===== src/hw/rtl/mkdb_pkg.sv =====
// Shared types and constants for the multi-key debounce block.
`default_nettype none

package mkdb_pkg;

	// Beat kinds on the input channel
	localparam logic KIND_SCAN  = 1'b0;
	localparam logic KIND_QUERY = 1'b1;

	// Per-key phase codes
	localparam logic [1:0] PH_IDLE       = 2'd0;
	localparam logic [1:0] PH_PRESS_DB   = 2'd1;
	localparam logic [1:0] PH_HELD       = 2'd2;
	localparam logic [1:0] PH_RELEASE_DB = 2'd3;

	localparam int unsigned TIME_W     = 32;
	localparam int unsigned DB_W       = 16;
	localparam int unsigned PIN_W      = 3;
	localparam int unsigned QKEY_W     = 3;
	localparam int unsigned EVT_OUT_W  = 3;

	localparam logic [DB_W-1:0] DEBOUNCE_RESET = 16'd20;

	// Scan step broadcast to every key slice
	typedef struct packed {
		logic              fire;
		logic [TIME_W-1:0] now_ms;
		logic [DB_W-1:0]   debounce_ms;
	} mkdb_scan_t;

endpackage : mkdb_pkg

`default_nettype wire


===== src/hw/rtl/multi_key_debounce_short_press.sv =====
// Top level: input register, key slices, event bitmap and result register.
//
// Usage: beats arrive on the input channel (in_valid/in_ready). A scan beat
// (kind = 0) carries now_ms and the active-low pin levels; every key's phase
// machine steps once. A query beat (kind = 1) reads and clears the event bit
// of query_key; an index at or above NUM_KEYS reads 0 and changes nothing.
// Each input beat gives exactly one result beat (hit, event_bits) on the
// output channel (out_valid/out_ready).
// Timing: the result passes through the input register and then the result
// register before out_valid rises. Throughput: one beat per cycle while the
// receiver does not stall, set by the single pass of per-key compare and
// update logic between the two registers.
// When the receiver stalls, the result register holds and the input
// register still takes one more beat; after that in_ready drops until the
// result is taken.
// debounce_ms is written through cfg_valid/cfg_data (cfg_ready is always
// high); the user must write it only while idle, the block does not enforce it.
// Reset: all keys idle, event bitmap clear, debounce_ms = 20, both pipeline
// registers empty.
`default_nettype none

module multi_key_debounce_short_press
	import mkdb_pkg::*;
#(
	parameter int unsigned NUM_KEYS = 3
)
(
	input  wire logic                 clk,
	input  wire logic                 arst_n,
	// input channel
	input  wire logic                 in_valid,
	output logic                      in_ready,
	input  wire logic                 kind,
	input  wire logic [TIME_W-1:0]    now_ms,
	input  wire logic [PIN_W-1:0]     pin_levels,
	input  wire logic [QKEY_W-1:0]    query_key,
	// result channel
	output logic                      out_valid,
	input  wire logic                 out_ready,
	output logic                      hit,
	output logic [EVT_OUT_W-1:0]      event_bits,
	// configuration channel
	input  wire logic                 cfg_valid,
	output logic                      cfg_ready,
	input  wire logic [DB_W-1:0]      cfg_data
);

	// ---------------------------------------------------------------
	// Configuration register
	// ---------------------------------------------------------------
	logic [DB_W-1:0] debounce_q;

	assign cfg_ready = 1'b1;

	always_ff @(posedge clk or negedge arst_n) begin
		if (!arst_n) begin
			debounce_q <= DEBOUNCE_RESET;
		end else if (cfg_valid && cfg_ready) begin
			debounce_q <= cfg_data;
		end
	end

	// ---------------------------------------------------------------
	// Input register (stage 1)
	// ---------------------------------------------------------------
	logic              valid_s1;
	logic              kind_s1;
	logic [TIME_W-1:0] now_s1;
	logic [PIN_W-1:0]  pins_s1;
	logic [QKEY_W-1:0] query_s1;

	logic advance;   // result register free to load this cycle
	logic step;      // the stage 1 beat is processed this cycle

	assign advance  = !out_valid || out_ready;
	assign step     = valid_s1 && advance;
	assign in_ready = !valid_s1 || advance;

	always_ff @(posedge clk or negedge arst_n) begin
		if (!arst_n) begin
			valid_s1 <= 1'b0;
		end else if (in_ready) begin
			valid_s1 <= in_valid;
		end
	end

	always_ff @(posedge clk) begin
		if (in_valid && in_ready) begin
			kind_s1  <= kind;
			now_s1   <= now_ms;
			pins_s1  <= pin_levels;
			query_s1 <= query_key;
		end
	end

	// ---------------------------------------------------------------
	// Key slices: all keys step together on a scan beat
	// ---------------------------------------------------------------
	mkdb_scan_t          scan;
	logic [NUM_KEYS-1:0] set_vec;
	logic [NUM_KEYS-1:0] qmask;

	assign scan.fire        = step && (kind_s1 == KIND_SCAN);
	assign scan.now_ms      = now_s1;
	assign scan.debounce_ms = debounce_q;

	for (genvar k = 0; k < NUM_KEYS; k++) begin : g_key
		logic down;
		// keys beyond the pin field always read as pressed
		if (k < PIN_W) begin : g_pin
			assign down = !pins_s1[k];
		end else begin : g_nopin
			assign down = 1'b1;
		end

		mkdb_key u_key (
			.clk     (clk),
			.arst_n  (arst_n),
			.scan    (scan),
			.down    (down),
			.set_evt (set_vec[k])
		);

		// one-hot query decode; an index out of range selects nothing
		assign qmask[k] = (query_s1 == QKEY_W'(k));
	end

	// ---------------------------------------------------------------
	// Event bitmap and result register (stage 2)
	// ---------------------------------------------------------------
	logic [NUM_KEYS-1:0]  evt_q;
	logic [NUM_KEYS-1:0]  evt_d;
	logic                 hit_d;
	logic [EVT_OUT_W-1:0] evt_out_d;
	logic                 out_valid_q;
	logic                 hit_q;
	logic [EVT_OUT_W-1:0] event_bits_q;

	always_comb begin
		evt_d = evt_q;
		hit_d = 1'b0;
		if (kind_s1 == KIND_SCAN) begin
			evt_d = evt_q | set_vec;
		end else begin
			hit_d = |(evt_q & qmask);
			evt_d = evt_q & ~qmask;
		end
	end

	// only the low bits of the bitmap leave the block
	for (genvar b = 0; b < EVT_OUT_W; b++) begin : g_out
		if (b < NUM_KEYS) begin : g_live
			assign evt_out_d[b] = evt_d[b];
		end else begin : g_zero
			assign evt_out_d[b] = 1'b0;
		end
	end

	always_ff @(posedge clk or negedge arst_n) begin
		if (!arst_n) begin
			evt_q       <= '0;
			out_valid_q <= 1'b0;
		end else begin
			if (step) begin
				evt_q <= evt_d;
			end
			if (advance) begin
				out_valid_q <= valid_s1;
			end
		end
	end

	always_ff @(posedge clk) begin
		if (step) begin
			hit_q        <= hit_d;
			event_bits_q <= evt_out_d;
		end
	end

	assign out_valid  = out_valid_q;
	assign hit        = hit_q;
	assign event_bits = event_bits_q;

	// ---------------------------------------------------------------
	// Assertions
	// ---------------------------------------------------------------
	a_scan_no_hit: assert property (@(posedge clk) disable iff (!arst_n)
		(step && kind_s1 == KIND_SCAN) |=> !hit_q)
		else $error("scan beat produced a hit");

	a_query_clears: assert property (@(posedge clk) disable iff (!arst_n)
		(step && kind_s1 == KIND_QUERY) |=> ((evt_q & $past(qmask)) == '0))
		else $error("queried event bit not cleared");

	a_set_only_on_scan: assert property (@(posedge clk) disable iff (!arst_n)
		!(step && kind_s1 == KIND_SCAN) |=> ((evt_q & ~$past(evt_q)) == '0))
		else $error("event bit set outside a scan beat");

	a_no_overrun: assert property (@(posedge clk) disable iff (!arst_n)
		(valid_s1 && out_valid_q && !out_ready) |-> !in_ready)
		else $error("input register would be overwritten while stalled");

endmodule : multi_key_debounce_short_press

`default_nettype wire


===== src/hw/rtl/mkdb_key.sv =====
// One key's debounce phase machine and time mark.
`default_nettype none

module mkdb_key
	import mkdb_pkg::*;
(
	input  wire logic       clk,
	input  wire logic       arst_n,
	input  wire mkdb_scan_t scan,
	input  wire logic       down,
	output logic            set_evt
);

	logic [1:0]        phase_q;
	logic [1:0]        phase_d;
	logic [TIME_W-1:0] mark_q;
	logic              mark_load;
	logic [TIME_W-1:0] elapsed;
	logic [DB_W-2:0]   half;
	logic              full_ok;
	logic              half_ok;
	logic              set_d;

	// Elapsed time wraps modulo 2^32
	assign elapsed = scan.now_ms - mark_q;
	assign half    = scan.debounce_ms[DB_W-1:1];
	assign full_ok = elapsed >= {{(TIME_W-DB_W){1'b0}}, scan.debounce_ms};
	assign half_ok = elapsed >= {{(TIME_W-DB_W+1){1'b0}}, half};

	always_comb begin
		phase_d   = phase_q;
		mark_load = 1'b0;
		set_d     = 1'b0;
		unique case (phase_q)
			PH_IDLE: begin
				if (down) begin
					phase_d   = PH_PRESS_DB;
					mark_load = 1'b1;
				end
			end
			PH_PRESS_DB: begin
				if (down) begin
					if (full_ok) phase_d = PH_HELD;
				end else begin
					// released early but past half time still counts
					set_d   = half_ok;
					phase_d = PH_IDLE;
				end
			end
			PH_HELD: begin
				if (!down) begin
					phase_d   = PH_RELEASE_DB;
					mark_load = 1'b1;
				end
			end
			PH_RELEASE_DB: begin
				if (!down) begin
					if (full_ok) begin
						set_d   = 1'b1;
						phase_d = PH_IDLE;
					end
				end else if (!half_ok) begin
					phase_d = PH_HELD;
				end
			end
			default: phase_d = PH_IDLE;
		endcase
	end

	assign set_evt = scan.fire & set_d;

	always_ff @(posedge clk or negedge arst_n) begin
		if (!arst_n) begin
			phase_q <= PH_IDLE;
		end else if (scan.fire) begin
			phase_q <= phase_d;
		end
	end

	always_ff @(posedge clk) begin
		if (scan.fire && mark_load) begin
			mark_q <= scan.now_ms;
		end
	end

endmodule : mkdb_key

`default_nettype wire

===== config.mk =====
export PLATFORM = sky130hd
export DESIGN_NAME = multi_key_debounce_short_press
export DESIGN_NICKNAME = d
export VERILOG_FILES = /design/src/hw/rtl/mkdb_pkg.sv /design/src/hw/rtl/multi_key_debounce_short_press.sv /design/src/hw/rtl/mkdb_key.sv
export SDC_FILE = /design/constraint.sdc
export NUM_CORES = 1
export LEC_CHECK = 0
export ABC_CLOCK_PERIOD_IN_PS = 5200
export BUFFER_PORTS_ARGS = -buffer_cell sky130_fd_sc_hd__buf_2
export CAP_MARGIN = 20
export CORE_UTILIZATION = 60
export CTS_CLUSTER_SIZE = 40
export DETAILED_ROUTE_END_ITERATION = 12
export GPL_TIMING_DRIVEN = 0
export PLACE_DENSITY = 0.88
export SYNTH_ARGS = -nofsm -noshare
export SYNTH_HDL_FRONTEND = slang
export SYNTH_SLANG_ARGS = --single-unit

===== constraint.sdc =====
create_clock -name clk -period 5.2 [get_ports clk]
set_input_delay 0 -clock clk [delete_from_list [all_inputs] [get_ports clk]]
set_output_delay 0 -clock clk [all_outputs]
set_load 0.005 [all_outputs]

==> reports/metrics.cfg, run 1 <==
[die]
die_w_um=152
ios=67
die_area_um2=23000
num_rows=54
dieHeight_um=152
start_util_pct=61.4
fp.coreArea_um2=21900

[worst_setup_path]
cp_slowest_stage_delay_ns=0.44
path_buf_inv=1
worstPathRequired_ns=5.37
crit_path_cell_trace=inv_1, ha_1, fa_1, nor2b_1, o211ai_1, a31oi_1, o21bai_1, nand2_1, xor2_1, ha_1, o2111a_1, a221o_1, o41ai_2, a22oi_1, o2111ai_2, nand2_1
path_class=reg2reg
r2r-start=now_s1[0]
cp_top_family=compound AO/OA/AOI/OAI gates
crit_path_end_kind=register
reg2reg_depth=16
slowest_stage=xor2_1
crit_arrival_ns=5.04
start_kind=register
r2r_end=event_bits[2]
cp_max_fo=5
r2r_slack_ns=0.33

[hold_path]
worstHoldEndpoint=debounce_q[8]
holdPathStages=3
min_from=cfg_valid
hold_class=in2reg

[drt]
drt_iter0_markers=818
drc=0
routed_via_density=6.17
wl_per_cell_um=17.9
vias=11500
first_pass_iters=6
antenna_left=0
drt_wl_total_um=33500

[global_routing]
grt_max_degree=38
antenna_found_initial=0
grt-ovfl-total=0
grt_use_total_pct=29.9
grt_pass1_wl_um=53500
grt_pass1_vias=11000

[sta]
worstMarginPinSlew_ns=1.06
hold_viol_final=0
maxSlewHeadroom_pct=28.5
fmax_ghz=0.205
finalCritPeriodShare_pct=93.7
rsz0062_at_grt=no
setup_viol=0
finalClockSkew_ns=0.0191
slew_viol_final=0
setup_slack_ns=0.326
min_period_ns=4.87
tns_ns=0

[cts]
clock_latency_ns=0.44
cts_tree=built
path_clk_slew_ns=0.08
htreeDepth=4
clock_path_buffers=2
cts_buffers=17
clkSinkCount=166
root_buffer=clkbuf_16
postCtsSetupBuffers=0

[run_status]
outcome=finished clean

[layout]
fillers=1655
multi_input_area_um2=7950
synthToLayoutAreaGrowth_pct=14.8
stdcell_count=1869
antenna_cells=0
nNetsFinal=1825
register_area_um2=4850
drive_above_1_share_pct=9.06

[synth]
syn_area_um2=13400
ys.warnings.count=0
synth_ff_type=edfxtp_1
synth_nets=1673
synth-edff-count=139
synth.distinct_cells=85
yosysSeqAreaShare_pct=36.1
syn_area_per_cell_um2=9.44
ys_ff_latch=166
synth_cells=1424
async_flop_share_pct=16.3

[placement]
placed_cells=1777
place.gp.congestion=0.952
dp_slack_ns=0.137
dp_hpwl_um=25800
portBuffers=65

[power_and_ir_drop]
powerDensity_nw_per_um2=311
p_leak_nw=6.71
ir_drop_mv=0.200
total_power_mw=4.79

[job]
drv_cap=0

synth_stat cells (all sizes together) (16+ instances only):
library cell	number	area (um2)
inv	132	495
o21a	32	240
nor3	23	115
ha	186	2330
xor2	23	201
a21o	56	420
nand3	27	135
a21oi	115	579
a31oi	20	125
o21ai	90	458
nor2	76	285
nand2b	21	131
xnor2	44	385
and2	16	101
nand4	26	163
o211ai	16	125
dfrtp	25	626
edfxtp	139	4170
nand2	101	379
nor2b	24	158
clkbuf	38	143
report_power, final:
part           switching, mW  total [mW]  internal [mW]  leakage (nW)
Clock                  0.596        1.28          0.683         0.279
Sequential            0.0995        1.70           1.60          1.60
Combinational           1.07        1.81          0.747          4.83
Total                   1.76        4.79           3.03          6.71
timing repair:
| item | CTS | global route |
|---|---|---|
| resized for setup | 0 | 2 |
| setup endpoints to repair | 0 | 2 |
| hold buffers | 60 | 0 |
| hold endpoints to repair | 86 | 0 |
state kept, by name, summed over array words and instances (netlist names), named ones only:
register / cells
hit: 1
debounce_q: 16
kind_s1: 1
now_s1: 32
evt_q: 3
query_s1: 3
event_bits: 3
valid_s1: 1
pins_s1: 3
g_key.u_key.phase_q: 3
out_valid: 1
g_key.u_key.mark_q: 96
layout make-up:
cell class | count | area share [%]
Sequential cell | 166 | 31.4
Timing Repair Buffer | 133 | 6.62
Tap cell | 280 | 2.27
Clock buffer | 18 | 2.78
Clock inverter | 14 | 1.02
Multi-Input combinational cell | 1082 | 51.5
Buffer | 44 | 1.13
Inverter | 132 | 3.21
layer usage:
layer  up-vias  global-route usage, %  part of all wire [%]
met5         -                      0                     0
met3        56                   3.68                   5.9
met2       362                   50.0                    46
li1       5586                      -                     -
met4         0                   9.41                   2.2
met1      5525                   40.1                    45
logic make-up (layout without fill, tap and decap cells):
group / count (synthesis) / count (layout) / share of synthesized area [%]
AO/OA/AOI/OAI: 441 / 441 / 21.7
XOR/XNOR: 67 / 67 / 4.37
adder cells (fa/ha/maj): 189 / 189 / 17.8
buffers and inverters: 176 / 341 / 4.98
flip-flops: 166 / 166 / 36.1
multiplexers: 14 / 14 / 1.06
other: 1 / 1 / 0.0279
AND/OR/NAND/NOR: 370 / 370 / 14.0
how the worst max path moves through the flow:
stage,from,end,cells past startpoint
2_1_floorplan,now_s1[1],event_bits[2],17
3_3_place_gp,out_valid,g_key[2].u_key.mark_q[0],6
3_5_place_dp,now_s1[0],event_bits[2],16
4_1_cts,now_s1[0],event_bits[2],16
5_1_grt,now_s1[0],event_bits[2],16
6_report,now_s1[0],event_bits[2],16
worst reg2reg max path, delay by kind of cell (launching register included):
family / cells / cell delay (ns)
AND/OR/NAND/NOR: 3 / 0.43
flip-flops: 1 / 0.40
adder cells (fa/ha/maj): 3 / 1.03
buffers and inverters: 1 / 0.10
AO/OA/AOI/OAI: 8 / 2.20
XOR/XNOR: 1 / 0.44
stage by stage:
| step | hold WS (ns) | util, % | area [um2] |
|---|---|---|---|
| after global routing | 0.134 | 70.5 | 15400 |
| after global placement | 0.0349 | 64.5 | 14100 |
| after floorplan | -0.296 | - | 13400 |
| after detailed placement | 0.0404 | 65.0 | 14200 |
| after CTS | 0.0897 | 70.4 | 15400 |
| final | 0.0785 | 70.5 | 15400 |
cell usage in the layout (no fill, tap or decap), types with 20 or more instances in the layout:
cell	count
a31oi_1	20
nand4_1	26
inv_1	132
xnor2_1	43
clkbuf_1	39
nand2b_1	21
o21a_1	32
nor2_1	76
buf_2	69
nor2b_1	23
xor2_1	23
o21ai_0	88
a21oi_1	114
edfxtp_1	139
nand2_1	101
ha_1	186
dlygate4sd3_1	60
nand3_1	27
nor3_1	20
dfrtp_1	25
a21o_1	56
(Power assumes the default switching activity.)
==> run 2, diff against run 1 <==
--- a/config.mk
+++ b/config.mk
@@ -5,7 +5,7 @@
 export SDC_FILE = /design/constraint.sdc
 export NUM_CORES = 1
 export LEC_CHECK = 0
-export ABC_CLOCK_PERIOD_IN_PS = 5200
+export ABC_CLOCK_PERIOD_IN_PS = 4900
 export BUFFER_PORTS_ARGS = -buffer_cell sky130_fd_sc_hd__buf_2
 export CAP_MARGIN = 20
 export CORE_UTILIZATION = 60
==> constraint.sdc (replaced) <==
create_clock -name clk -period 4.9 [get_ports clk]
set_input_delay 0 -clock clk [delete_from_list [all_inputs] [get_ports clk]]
set_output_delay 0 -clock clk [all_outputs]
set_load 0.1 [all_outputs]
==> reports/metrics.cfg, run 2 (synthesis gave the netlist of run 1 again) <==
[power_and_ir_drop]
p_int_mw=3.22
swShare_pct=37.6
powerDensity_nw_per_um2=334
clock_power_share_pct=26.2
power_frac_seq_pct=34.9
p_leak_nw=6.72
power_frac_comb_pct=38.8
switchingPower_mw=1.94
total_power_mw=5.17
ir_drop_mv=0.210

[worst_setup_path]
worstPathRequired_ns=5.07
start_kind=register
cp_max_fo=5
crit_arrival_ns=4.92
crit_path_end_kind=register
path_class=reg2reg

[die]
start_util_pct=61.4
ios=67
die_w_um=152
die_area_um2=23000
fp.coreArea_um2=21900
num_rows=54
dieHeight_um=152

[cts]
clkSinkCount=166
root_buffer=clkbuf_16
htreeDepth=4
clock_latency_ns=0.44
cts_tree=built
clock_path_buffers=2
cts_buffers=17
path_clk_slew_ns=0.08

[drt]
routed_via_density=6.17
drt_iter0_markers=718
wl_per_cell_um=18.0
drc=0
vias=11500
antenna_left=0
drt_wl_total_um=33600
first_pass_iters=6

[layout]
drive_above_1_share_pct=9.25
register_area_um2=4850
final_common_cell=ha_1
fillers=1653
most-common-layout-cells=ha_1 (186), edfxtp_1 (139), inv_1 (132)
nNetsFinal=1825
antenna_cells=0
max_flop_register=g_key.u_key.mark_q
fin_util_pct=70.6
synthToLayoutAreaGrowth_pct=15.0
largest_reg_flops=96
multi_input_area_um2=7980
stdcell_count=1869
reg_top3=g_key.u_key.mark_q x96, now_s1 x32, debounce_q x16

[sta]
finalCritPeriodShare_pct=97.0
slew_viol_final=0
maxSlewHeadroom_pct=28.7
setup_slack_ns=0.148
finalClockSkew_ns=0.0160
tns_ns=0
hold_viol_final=0
min_period_ns=4.75
fmax_ghz=0.210
rsz0062_at_grt=no
setup_viol=0
worstMarginPinSlew_ns=1.06

[global_routing]
grt.busiest_layer=met2
grtUsageMet3_pct=3.71
grt_max_degree=38
antenna_found_initial=0
grt-ovfl-total=0
grt_pass1_wl_um=53600
grt_util_met2_pct=50.1
grt_pass1_vias=11000
grt_util_met1_pct=40.1
grt_use_total_pct=29.9

[hold_path]
hold_class=in2reg

[placement]
dp_slack_ns=-0.163
place.gp.congestion=0.952
dp_hpwl_um=25800
placed_cells=1777
portBuffers=65

[job]
drv_cap=0

[run_status]
outcome=finished clean

-- run 2: power by group through the flow --
stage / registers (mW) / logic, mW / clock network (mW)
after global routing: 1.82 / 2.22 / 1.42
after CTS: 1.80 / 1.95 / 1.37
after detailed placement: 1.83 / 1.89 / 0
after global placement: 1.83 / 1.79 / 0
after floorplan: 1.85 / 1.36 / 0
final: 1.80 / 2.01 / 1.35
-- run 2: cell type report --
cell class | count | share of cell area, %
Clock inverter | 14 | 1.02
Inverter | 132 | 3.20
Buffer | 44 | 1.12
Timing Repair Buffer | 133 | 6.60
Tap cell | 280 | 2.27
Multi-Input combinational cell | 1082 | 51.6
Clock buffer | 18 | 2.78
Sequential cell | 166 | 31.4
-- run 2: routing by layer --
layer | up-vias | part of all wire, %
met1 | 5509 | 45
li1 | 5583 | -
met4 | 0 | 2.2
met5 | - | 0
met3 | 58 | 6.1
met2 | 381 | 47
-- run 2: stage by stage --
step | hold slack (ns) | cell area, um2
after floorplan | -0.296 | 13400
after global placement | 0.0349 | 14100
after detailed placement | 0.0404 | 14200
after CTS | 0.0897 | 15400
after global routing | 0.132 | 15500
final | 0.0832 | 15500
-- run 2: worst max-delay path, cell delays in order, from the launching register on --
cell and delay, ns:
edfxtp_1 0.40, inv_1 0.10, ha_1 0.27, fa_1 0.42, nor2b_1 0.22, o211ai_1 0.15
a31oi_2 0.33, a21oi_1 0.20, xnor2_1 0.49, ha_1 0.36, a21o_1 0.18, a221o_1 0.41
o41ai_4 0.39, a22oi_1 0.17, o2111ai_2 0.28, nand2_1 0.10
-- run 2: worst paths after layout --
check,start,end,slack (ns),cells after the start
worst min register to register,valid_s1,out_valid,0.52,1
worst max-delay path,now_s1[0],event_bits[2],0.15,15
worst min-delay path,cfg_valid,debounce_q[8],0.08,3
max in group asynchronous,arst_n,evt_q[1],4.39,2
min in group asynchronous,arst_n,debounce_q[3],0.11,2
worst max register to register,now_s1[0],event_bits[2],0.15,15
-- run 2: repair_timing --
action | in CTS | in global routing
endpoints found under the hold margin | 86 | 0
gates resized for setup | 1 | 6
hold buffers | 60 | 0
pin swaps | 0 | 0
setup endpoints to repair | 2 | 3
setup buffers | 0 | 0
